--- config.mk ---
export PLATFORM = sky130hd
export DESIGN_NAME = unix_seconds_to_utc_calendar
export DESIGN_NICKNAME = d
export VERILOG_FILES = /design/src/hw/rtl/ustc_pkg.sv /design/src/hw/rtl/unix_seconds_to_utc_calendar.sv
export SDC_FILE = /design/constraint.sdc
export NUM_CORES = 2
export LEC_CHECK = 0
export ABC_AREA = 1
export BUFFER_PORTS_ARGS = -buffer_cell sky130_fd_sc_hd__buf_2
export CORE_MARGIN = 4
export CORE_UTILIZATION = 45
export CTS_CLUSTER_SIZE = 30
export DETAILED_ROUTE_END_ITERATION = 6
export GPL_TIMING_DRIVEN = 0
export SLEW_MARGIN = 20
export SYNTH_ARGS = -nofsm -noshare
export SYNTH_HDL_FRONTEND = slang
export SYNTH_SLANG_ARGS = --single-unit
export TNS_END_PERCENT = 50
--- constraint.sdc ---
create_clock -name clk -period 18.2 [get_ports clk]
set_input_delay 1.82 -clock clk [delete_from_list [all_inputs] [get_ports clk]]
set_output_delay 1.82 -clock clk [all_outputs]
set_load 0.03 [all_outputs]
--- src/hw/rtl/ustc_pkg.sv ---
// Package for the Unix time to UTC calendar converter.
// Holds the reciprocal constants, the pipeline depth and the calendar helper functions.
// No dependencies.
package ustc_pkg;

  // Number of register stages from input beat to result beat.
  localparam int NumStages = 7;

  // Seconds per day is 2^7 * 675: the low seven bits pass straight into the time of day.
  localparam int DayShift = 7;
  localparam logic [9:0]  DayDiv = 10'd675;
  // floor(2^34 / 675); the quotient estimate is exact or one low.
  localparam logic [24:0] DayRecip = 25'd25451658;
  localparam int DayRecipShift = 34;

  // floor(2^19 * 4 / 1461); the year estimate is exact or one low over the whole range.
  localparam logic [10:0] YearRecip = 11'd1435;
  localparam int YearRecipShift = 19;

  // floor(2^28 / 3600) and floor(2^18 / 60); both estimates are exact or one low.
  localparam logic [16:0] SecsPerHour = 17'd3600;
  localparam logic [16:0] HourRecip = 17'd74565;
  localparam int HourRecipShift = 28;
  localparam logic [11:0] SecsPerMin = 12'd60;
  localparam logic [12:0] MinRecip = 13'd4369;
  localparam int MinRecipShift = 18;

  localparam logic [11:0] EpochYear = 12'd1970;
  localparam logic [11:0] LastYear = 12'd2106;
  // Offset of the year 2100 from the epoch: the only non-leap century year inside the range.
  localparam logic [7:0] Century2100Off = 8'd130;

  // First day of year (1970 + k), counted in days from the epoch.
  function automatic logic [15:0] year_start(input logic [7:0] k);
    logic [16:0] acc;
    logic [8:0] k1;
    acc = 17'(k) * 17'd365;
    k1 = 9'(k) + 9'd1;
    acc = acc + 17'(k1 >> 2);
    if (k > Century2100Off) begin
      acc = acc - 17'd1;
    end
    return acc[15:0];
  endfunction

  // Leap years inside the range are the multiples of four, except 2100.
  function automatic logic is_leap(input logic [7:0] k);
    return (k[1:0] == 2'd2) && (k != Century2100Off);
  endfunction

  // Day of year on which month m (0 is January) starts.
  function automatic logic [8:0] month_start(input logic [3:0] m, input logic leap);
    logic [8:0] base;
    unique case (m)
      4'd0:    base = 9'd0;
      4'd1:    base = 9'd31;
      4'd2:    base = 9'd59;
      4'd3:    base = 9'd90;
      4'd4:    base = 9'd120;
      4'd5:    base = 9'd151;
      4'd6:    base = 9'd181;
      4'd7:    base = 9'd212;
      4'd8:    base = 9'd243;
      4'd9:    base = 9'd273;
      4'd10:   base = 9'd304;
      4'd11:   base = 9'd334;
      default: base = 9'd0;
    endcase
    if (leap && (m >= 4'd2)) begin
      base = base + 9'd1;
    end
    return base;
  endfunction

endpackage

--- src/hw/rtl/unix_seconds_to_utc_calendar.sv ---
// Top level of the Unix time to UTC calendar converter.
// Seven-stage pipeline built on the constants and functions of ustc_pkg.
//
// Converts an unsigned 32-bit count of seconds since 1970-01-01 00:00:00 UTC into the
// Gregorian year, month, day, hour, minute and second, one result beat per input beat.
// The block is a pipeline of seven register stages; a new beat can be accepted on every
// cycle while result_ready is high, so the sustained rate is one conversion per clock
// unless the output stalls. Each stage carries a valid bit; a stage takes new data when
// it is empty or when the stage after it moves, so ready follows result_ready back
// through the stages in the same cycle and a stall holds in place each item whose next
// stage is full. Divisions by constants are done with reciprocal multiplies followed by a
// single correction step, and the year comes from an estimate that is fixed up by one
// compare against the closed-form start day of the next year. Leap seconds are not modeled.
module unix_seconds_to_utc_calendar
  import ustc_pkg::*;
(
  input  logic        clk,
  input  logic        rst,
  input  logic        valid,
  output logic        ready,
  input  logic [31:0] unix_seconds,
  output logic        result_valid,
  input  logic        result_ready,
  output logic [11:0] year,
  output logic [3:0]  month,
  output logic [4:0]  day,
  output logic [4:0]  hour,
  output logic [5:0]  minute,
  output logic [5:0]  second
);

  // Stage valid bits and per-stage load enables.
  logic [NumStages-1:0] vld;
  logic [NumStages-1:0] en;

  always_comb begin
    en[NumStages-1] = !vld[NumStages-1] || result_ready;
    for (int i = NumStages - 2; i >= 0; i--) begin
      en[i] = !vld[i] || en[i+1];
    end
  end

  assign ready = en[0];
  assign result_valid = vld[NumStages-1];

  always_ff @(posedge clk) begin
    if (rst) begin
      vld <= '0;
    end else begin
      if (en[0]) begin
        vld[0] <= valid;
      end
      for (int i = 1; i < NumStages; i++) begin
        if (en[i]) begin
          vld[i] <= vld[i-1];
        end
      end
    end
  end

  // Stage 1: estimate the day number as (seconds >> 7) / 675 by a reciprocal multiply.
  logic [49:0] day_prod_next;
  logic [24:0] s1_x;
  logic [6:0]  s1_secs_lo;
  logic [15:0] s1_qest;

  assign day_prod_next = 50'(unix_seconds[31:DayShift]) * 50'(DayRecip);

  always_ff @(posedge clk) begin
    if (en[0]) begin
      s1_x       <= unix_seconds[31:DayShift];
      s1_secs_lo <= unix_seconds[DayShift-1:0];
      s1_qest    <= day_prod_next[DayRecipShift+15:DayRecipShift];
    end
  end

  // Stage 2: the estimate may be one low; one compare and subtract settles the day number
  // and the time of day.
  logic [25:0] day_rem;
  logic [15:0] day_no_next;
  logic [9:0]  tod_hi_next;
  logic [15:0] s2_day_no;
  logic [16:0] s2_tod;

  always_comb begin
    day_rem = 26'(s1_x) - 26'(s1_qest) * 26'(DayDiv);
    if (day_rem >= 26'(DayDiv)) begin
      day_no_next = s1_qest + 16'd1;
      tod_hi_next = 10'(day_rem - 26'(DayDiv));
    end else begin
      day_no_next = s1_qest;
      tod_hi_next = day_rem[9:0];
    end
  end

  always_ff @(posedge clk) begin
    if (en[1]) begin
      s2_day_no <= day_no_next;
      s2_tod    <= {tod_hi_next, s1_secs_lo};
    end
  end

  // Stage 3: estimate the year offset from the day number and the hour from the time of
  // day. Both estimates are exact or one low.
  logic [26:0] yr_prod_next;
  logic [33:0] hr_prod_next;
  logic [15:0] s3_day_no;
  logic [7:0]  s3_yest;
  logic [16:0] s3_tod;
  logic [4:0]  s3_hest;

  assign yr_prod_next = 27'(s2_day_no) * 27'(YearRecip);
  assign hr_prod_next = 34'(s2_tod) * 34'(HourRecip);

  always_ff @(posedge clk) begin
    if (en[2]) begin
      s3_day_no <= s2_day_no;
      s3_yest   <= yr_prod_next[YearRecipShift+7:YearRecipShift];
      s3_tod    <= s2_tod;
      s3_hest   <= hr_prod_next[HourRecipShift+4:HourRecipShift];
    end
  end

  // Stage 4: correct the year offset against the first day of the following year, and
  // correct the hour against the remainder.
  logic [7:0]  yest_inc;
  logic [15:0] next_year_start;
  logic [7:0]  yoff_next;
  logic [16:0] hr_rem;
  logic [4:0]  hour_next;
  logic [11:0] hrem_next;
  logic [15:0] s4_day_no;
  logic [7:0]  s4_yoff;
  logic [4:0]  s4_hour;
  logic [11:0] s4_hrem;

  always_comb begin
    yest_inc = s3_yest + 8'd1;
    next_year_start = year_start(yest_inc);
    if (s3_day_no >= next_year_start) begin
      yoff_next = yest_inc;
    end else begin
      yoff_next = s3_yest;
    end
    hr_rem = s3_tod - 17'(s3_hest) * SecsPerHour;
    if (hr_rem >= SecsPerHour) begin
      hour_next = s3_hest + 5'd1;
      hrem_next = 12'(hr_rem - SecsPerHour);
    end else begin
      hour_next = s3_hest;
      hrem_next = hr_rem[11:0];
    end
  end

  always_ff @(posedge clk) begin
    if (en[3]) begin
      s4_day_no <= s3_day_no;
      s4_yoff   <= yoff_next;
      s4_hour   <= hour_next;
      s4_hrem   <= hrem_next;
    end
  end

  // Stage 5: day of year, leap flag and calendar year; estimate the minute.
  logic [15:0] doy_wide;
  logic [24:0] min_prod_next;
  logic [8:0]  s5_doy;
  logic        s5_leap;
  logic [11:0] s5_year;
  logic [4:0]  s5_hour;
  logic [11:0] s5_hrem;
  logic [5:0]  s5_mest;

  assign doy_wide = s4_day_no - year_start(s4_yoff);
  assign min_prod_next = 25'(s4_hrem) * 25'(MinRecip);

  always_ff @(posedge clk) begin
    if (en[4]) begin
      s5_doy  <= doy_wide[8:0];
      s5_leap <= is_leap(s4_yoff);
      s5_year <= EpochYear + 12'(s4_yoff);
      s5_hour <= s4_hour;
      s5_hrem <= s4_hrem;
      s5_mest <= min_prod_next[MinRecipShift+5:MinRecipShift];
    end
  end

  // Stage 6: pick the month by comparing the day of year against the start of every month after January in
  // parallel (the starts rise, so the last match wins); settle minute and second.
  logic [8:0]  mon_start;
  logic [3:0]  mi_next;
  logic [8:0]  mstart_next;
  logic [11:0] sec_rem;
  logic [5:0]  minute_next;
  logic [5:0]  second_next;
  logic [8:0]  s6_doy;
  logic [8:0]  s6_mstart;
  logic [3:0]  s6_mi;
  logic [11:0] s6_year;
  logic [4:0]  s6_hour;
  logic [5:0]  s6_minute;
  logic [5:0]  s6_second;

  always_comb begin
    mi_next = 4'd0;
    mstart_next = 9'd0;
    mon_start = 9'd0;
    for (int m = 1; m < 12; m++) begin
      mon_start = month_start(4'(m), s5_leap);
      if (s5_doy >= mon_start) begin
        mi_next = 4'(m);
        mstart_next = mon_start;
      end
    end
    sec_rem = s5_hrem - 12'(s5_mest) * SecsPerMin;
    if (sec_rem >= SecsPerMin) begin
      minute_next = s5_mest + 6'd1;
      second_next = 6'(sec_rem - SecsPerMin);
    end else begin
      minute_next = s5_mest;
      second_next = sec_rem[5:0];
    end
  end

  always_ff @(posedge clk) begin
    if (en[5]) begin
      s6_doy    <= s5_doy;
      s6_mstart <= mstart_next;
      s6_mi     <= mi_next;
      s6_year   <= s5_year;
      s6_hour   <= s5_hour;
      s6_minute <= minute_next;
      s6_second <= second_next;
    end
  end

  // Stage 7: day of month and the result register.
  logic [8:0] dom_wide;

  assign dom_wide = s6_doy - s6_mstart + 9'd1;

  always_ff @(posedge clk) begin
    if (en[6]) begin
      year   <= s6_year;
      month  <= s6_mi + 4'd1;
      day    <= dom_wide[4:0];
      hour   <= s6_hour;
      minute <= s6_minute;
      second <= s6_second;
    end
  end

endmodule

== Word level (Yosys, flattened, before mapping) ==
Index checks and enable logic that the tools add are counted.
Storage, ports and cells
  output and inout port bits: 40
  bits in registers: 294
  bits of input ports: 36
Cells by class
  muxes and demuxes: 40
  eq/ne operators: 2
  $mul: 9
  order comparisons: 17
  reduce and logical (&&, ||, !) cells: 17
  add/sub/neg operators: 21
Operators with widths (count)
  5-bit 2-to-1 mux: 12
  25-bit by 24-bit multiplier with 49-bit output, second input constant: 1
  9-bit by 8-bit greater-or-equal comparator with 1-bit output: 4
  17-bit by 17-bit multiplier with 33-bit output, second input constant: 1
  16-bit 2-to-1 mux: 2
  4-bit 2-to-1 mux: 7
  9-bit greater-or-equal comparator: 3
  16-bit by 11-bit multiplier with 27-bit output, second input constant: 1
  26-bit by 10-bit greater-or-equal comparator with 1-bit output, second input constant: 1
  16-bit by 10-bit multiplier with 26-bit output, second input constant: 1
  25-bit by 26-bit subtractor with 26-bit output: 1
  12-bit by 13-bit multiplier with 24-bit output, second input constant: 1
  8-bit by 1-bit adder with 9-bit output, second input constant: 2
  9-bit by 7-bit greater-or-equal comparator with 1-bit output: 2
  17-bit by 12-bit greater-or-equal comparator with 1-bit output, second input constant: 1
  17-bit subtractor: 1
  16-bit by 1-bit adder with 16-bit output, second input constant: 1
  16-bit by 7-bit adder with 16-bit output: 1
  16-bit greater-or-equal comparator: 1
  8-bit > comparator, second input constant: 2
  8-bit by 9-bit multiplier with 16-bit output, second input constant: 1
  16-bit by 1-bit subtractor with 16-bit output, second input constant: 1
  5-bit by 8-bit multiplier with 13-bit output, second input constant: 1
  11-bit by 8-bit adder with 12-bit output, first input constant: 1
  32 further kinds: 56

== Logic depth before layout (Yosys ltp) ==
  depth after elaboration: 12
  depth in mapped cells: 40
  mapped depth without buffers: 39

== Least setup slack after synthesis ==
No wires, ideal clock.
  path kind: input to output
  from: input result_ready
  to: output ready
  data required time: 16.380 ns
  data arrival time: 7.935 ns
  cell stages on the path: 12
  setup slack: 8.445 ns
  path buffers: 0
  cell sequence: nor2_1 inv_1 nor2_1 inv_1 nor2_1 inv_1 nor2_1 inv_1 nor2_1 inv_1 nor2_1 nand2_1
Between the ends
  cells in the longest elaborated chain, start to end: 7
Ends and longest elaborated chain
  from (decl): line unix_seconds_to_utc_calendar.sv:23  | input logic result_ready,
  1-bit logical OR: line unix_seconds_to_utc_calendar.sv:37  | en[NumStages-1] = !vld[NumStages-1] || result_ready;
  via en[6]: line unix_seconds_to_utc_calendar.sv:34  | logic [NumStages-1:0] en;
  1-bit logical OR: line unix_seconds_to_utc_calendar.sv:39  | en[i] = !vld[i] || en[i+1];
  via en[5]: line unix_seconds_to_utc_calendar.sv:34
  1-bit logical OR: line unix_seconds_to_utc_calendar.sv:39
  via en[4]: line unix_seconds_to_utc_calendar.sv:34
  1-bit logical OR: line unix_seconds_to_utc_calendar.sv:39
  via en[3]: line unix_seconds_to_utc_calendar.sv:34
  1-bit logical OR: line unix_seconds_to_utc_calendar.sv:39
  via en[2]: line unix_seconds_to_utc_calendar.sv:34
  1-bit logical OR (2 in a row): line unix_seconds_to_utc_calendar.sv:39
  to (decl): line unix_seconds_to_utc_calendar.sv:20  | output logic ready,
The timed path passes the listed nets, and every way through them passes these cells.

== Final worst setup path ==
  from: register s3_yest[0]
  to: register s4_yoff[6] (data pin)
Between the ends
  cells in the longest elaborated chain, start to end: 7
Ends and longest elaborated chain
  from (decl): line unix_seconds_to_utc_calendar.sv:108  | logic [7:0] s3_yest;
  from (signal assigned): line unix_seconds_to_utc_calendar.sv:118  | s3_yest <= yr_prod_next[YearRecipShift+7:YearRecipShift];
  8-bit by 1-bit adder with 8-bit output (*): line unix_seconds_to_utc_calendar.sv:138  | yest_inc = s3_yest + 8'd1;
  8-bit by 9-bit multiplier with 16-bit output or 8-bit by 1-bit adder with 9-bit output (tied branches): line ustc_pkg.sv:37, ustc_pkg.sv:38
  16-bit by 7-bit adder with 16-bit output: line ustc_pkg.sv:39  | acc = acc + 17'(k1 >> 2);
  16-bit by 1-bit subtractor with 16-bit output: line ustc_pkg.sv:41  | acc = acc - 17'd1;
  16-bit 2-to-1 mux: line ustc_pkg.sv:40  | if (k > Century2100Off) begin
  16-bit greater-or-equal comparator: line unix_seconds_to_utc_calendar.sv:140  | if (s3_day_no >= next_year_start) begin
  8-bit 2-to-1 mux (*): line unix_seconds_to_utc_calendar.sv:140
  via yoff_next[6]: line unix_seconds_to_utc_calendar.sv:128  | logic [7:0] yoff_next;
  to (signal assigned): line unix_seconds_to_utc_calendar.sv:158  | s4_yoff <= yoff_next;
  to (decl): line unix_seconds_to_utc_calendar.sv:133  | logic [7:0] s4_yoff;
The timed path passes the listed nets; every way through them passes the cells marked *.
A chain may end at the register's enable or synchronous reset.

==> impl_metrics.py <==
metrics = {
    "final_layout": {
        "nets": 5836,
        "num_antenna_cells": 0,
        "fin_cells": 5749,
        "mostFrequentLayoutCell": "inv_1",
        "drive_gt1_share_pct": 4.04,
        "area_growth_pct": 7.69,
        "nFillCells": 8488,
        "most-common-layout-cells": "inv_1, ha_1, nand2_1",
    },
    "die": {
        "die_h_um": 308,
        "design.portCount": 76,
        "start_util_pct": 45.5,
        "core_area_sq_um": 88800,
        "die-area_sq_um": 94700,
        "rows": 109,
        "die_w_um": 308,
    },
    "timing": {
        "slew_viol_final": 0,
        "min_period_over_period_pct": 46.1,
        "slew_headroom_pct": 39.0,
        "hold_ws_ns": 0.399,
        "rsz0062_at_grt": "false",
        "finalSetupViolations": 0,
        "fmax_mhz": 119,
        "final.setup.tns_ns": 0,
        "finalCriticalPeriod_ns": 8.39,
        "tightest_slew_ns": 0.913,
        "hold_viol_final": 0,
        "finClkSkew_ns": 0.0403,
        "fin_ws_ns": 9.81,
    },
    "clock_tree": {
        "postCtsSetupBuffers": 0,
        "clock_latency_ns": 0.55,
        "cts_num_sinks": 294,
        "root_buffer": "clkbuf_16",
        "cts_made_buffers": 36,
        "path_clk_slew_ns": 0.06,
        "clock_path_buffers": 3,
        "h-tree-depth": 2,
        "hold_buffers": 0,
        "cts_tree": "yes",
        "cts_resized": 0,
    },
    "logic_synthesis": {
        "yosys-top-cells-area": "ha_1, edfxtp_1, fa_1",
        "seq_area_frac_synth_pct": 21.7,
        "yosys_warnings": 0,
        "ys.flop_type": "edfxtp_1",
        "postSynthCellCount": 4439,
        "synth-edff-count": 287,
        "yosysTopAreaCell": "ha_1",
        "synth-seq-cells": 294,
        "synth_area_sq_um": 40400,
        "synth_cell_types": 51,
        "synth_top_area_share_pct": 26.6,
        "synth-async-reset-ratio_pct": 0,
        "synth_fp_nets": 5718,
        "syn_avg_cell_area_sq_um": 9.11,
    },
    "setup_path": {
        "critPathArrivalTime_ns": 8.63,
        "cpPeakStageDelay_ns": 0.73,
        "cp_slowest_cell": "xor2_1",
        "ff2ff_path_depth": 37,
        "path_buf_inv": 8,
        "critical_path_required_ns": 18.44,
        "start_kind": "flip-flop",
        "end_kind": "flip-flop",
        "path_max_fanout": 10,
        "path_delay_family": "adder cells",
        "crit_cells": 37,
        "worstSetupPathType": "flip-flop to flip-flop",
    },
    "drt": {
        "drc_errors": 0,
        "avgViaCountPerCell": 5.00,
        "num_vias": 28800,
        "route.antenna.remaining_nets": 0,
        "wl_per_cell_um": 15.2,
        "firstDrtPassIters": 5,
        "wirelength_mm": 87.4,
        "dr.first_iter.drc_count": 1131,
    },
    "worst_hold_path": {
        "worstHoldPathCells": 0,
        "hold_path_class": "flip-flop to flip-flop",
    },
    "global_routing": {
        "grt_pass1_vias": 29700,
        "antenna_found_initial": 3,
        "grt_usage_pct": 19.2,
        "grt_pass1_wl_mm": 148,
        "overflow": 0,
        "grt_max_degree": 42,
    },
    "placement": {
        "hpwl_mm": 73.0,
        "port_buffers": 75,
        "place_congestion": 0.920,
        "dp.cells": 5684,
        "dpl_worst_slack_ns": 9.70,
    },
    "status": {
        "outcome": "completed",
    },
    "run": {
        "cap_viol_max_count": 0,
    },
}
==> Yosys cell counts (2+ instances only) <==
cell type and n:
nor3_1 44, inv_1 1013, nand3_2 3, a211oi_1 4, o211ai_1 8, nor2_2 8
edfxtp_1 287, nand4_1 99, xor2_1 125, nor2_1 220, buf_2 8, nor4_1 9
a21oi_1 187, o31ai_1 6, nand2_1 739, nor2_4 3, xor2_2 2, fa_1 382
xnor2_1 55, dfxtp_1 7, o21bai_1 15, nand3b_1 14, o221ai_1 2, o21a_1 5
a221oi_1 3, clkinv_1 2, buf_6 3, clkbuf_1 12, nand2_2 4, o21ai_0 105
o21ai_1 2, or2_2 4, a31oi_1 14, a21boi_0 3, nor3b_1 2, o2111ai_1 3
nand3_1 146, ha_1 861, a31o_2 2, a21o_1 17
==> per-layer routing <==
metal	track usage, %	vias up	share of wire (%)
met5	0	-	0
met2	34.5	365	49
met1	25.4	13700	46
li1	-	14600	-
met4	4.07	0	2.0
met3	1.58	89	2.7
==> stage by stage <==
step           util [%]  instance area, sq um
3_5_place_dp       47.7                 42400
3_3_place_gp       47.6                 42300
4_1_cts            49.1                 43600
2_1_floorplan         -                 40400
6_report           49.1                 43600
5_1_grt            49.1                 43600
==> flip-flops by register name, indices dropped and copies added (netlist names), 7 cells and up <==
register	flops
s6_year	12
s5_year	12
s2_tod	17
s3_yest	8
s1_x	25
s2_day_no	16
s5_hrem	12
s1_secs_lo	7
s3_day_no	16
s4_yoff	8
year	12
s1_qest	16
s5_doy	9
s4_day_no	9
s3_tod	17
s4_hrem	12
vld	7
==> path summary, 6_finish.rpt <==
| check | from | to | slack (ns) |
|---|---|---|---|
| worst max-delay path | s3_yest[0]$_DFFE_PP_ | s4_yoff[6]$_DFFE_PP_ | 9.81 |
| worst min-delay path | s5_year[5]$_DFFE_PP_ | s6_year[5]$_DFFE_PP_ | 0.40 |
| worst max register to register | s3_yest[0]$_DFFE_PP_ | s4_yoff[6]$_DFFE_PP_ | 9.81 |
| worst min register to register | s5_year[5]$_DFFE_PP_ | s6_year[5]$_DFFE_PP_ | 0.40 |
==> logic make-up (layout without fill, tap and decap cells) <==
group           after synthesis  after routing  share of synthesized area [%]
flops                       294            294                           21.7
fa+ha+maj                  1243           1243                           45.5
simple gates               1301           1301                           13.8
xor+xnor                    183            183                           4.05
compound gates              378            378                           5.19
mux                           1              1                         0.0278
buf+inv                    1039           1184                           9.73
==> worst register-to-register path: cells and delay by family, from the launching register on <==
family | cells | cell delay [ns]
fa+ha+maj | 8 | 2.86
simple gates | 16 | 2.02
xor+xnor | 3 | 1.16
buf+inv | 8 | 0.88
compound gates | 2 | 0.63
flops | 1 | 0.53
==> layout make-up <==
type,count,area [sq um],area share [%]
buffer,23,119,0.273
inverter,1016,3810,8.76
sequential,294,8760,20.1
tap,1165,1460,3.35
timing repair buffer,80,483,1.11
clock inverter,22,194,0.445
multi-input combinational,3106,27800,63.7
clock buffer,43,970,2.23
Power is left out: the tool's default activity adds up to more than one toggle a clock period on the data nets, which glitch-free logic cannot reach.
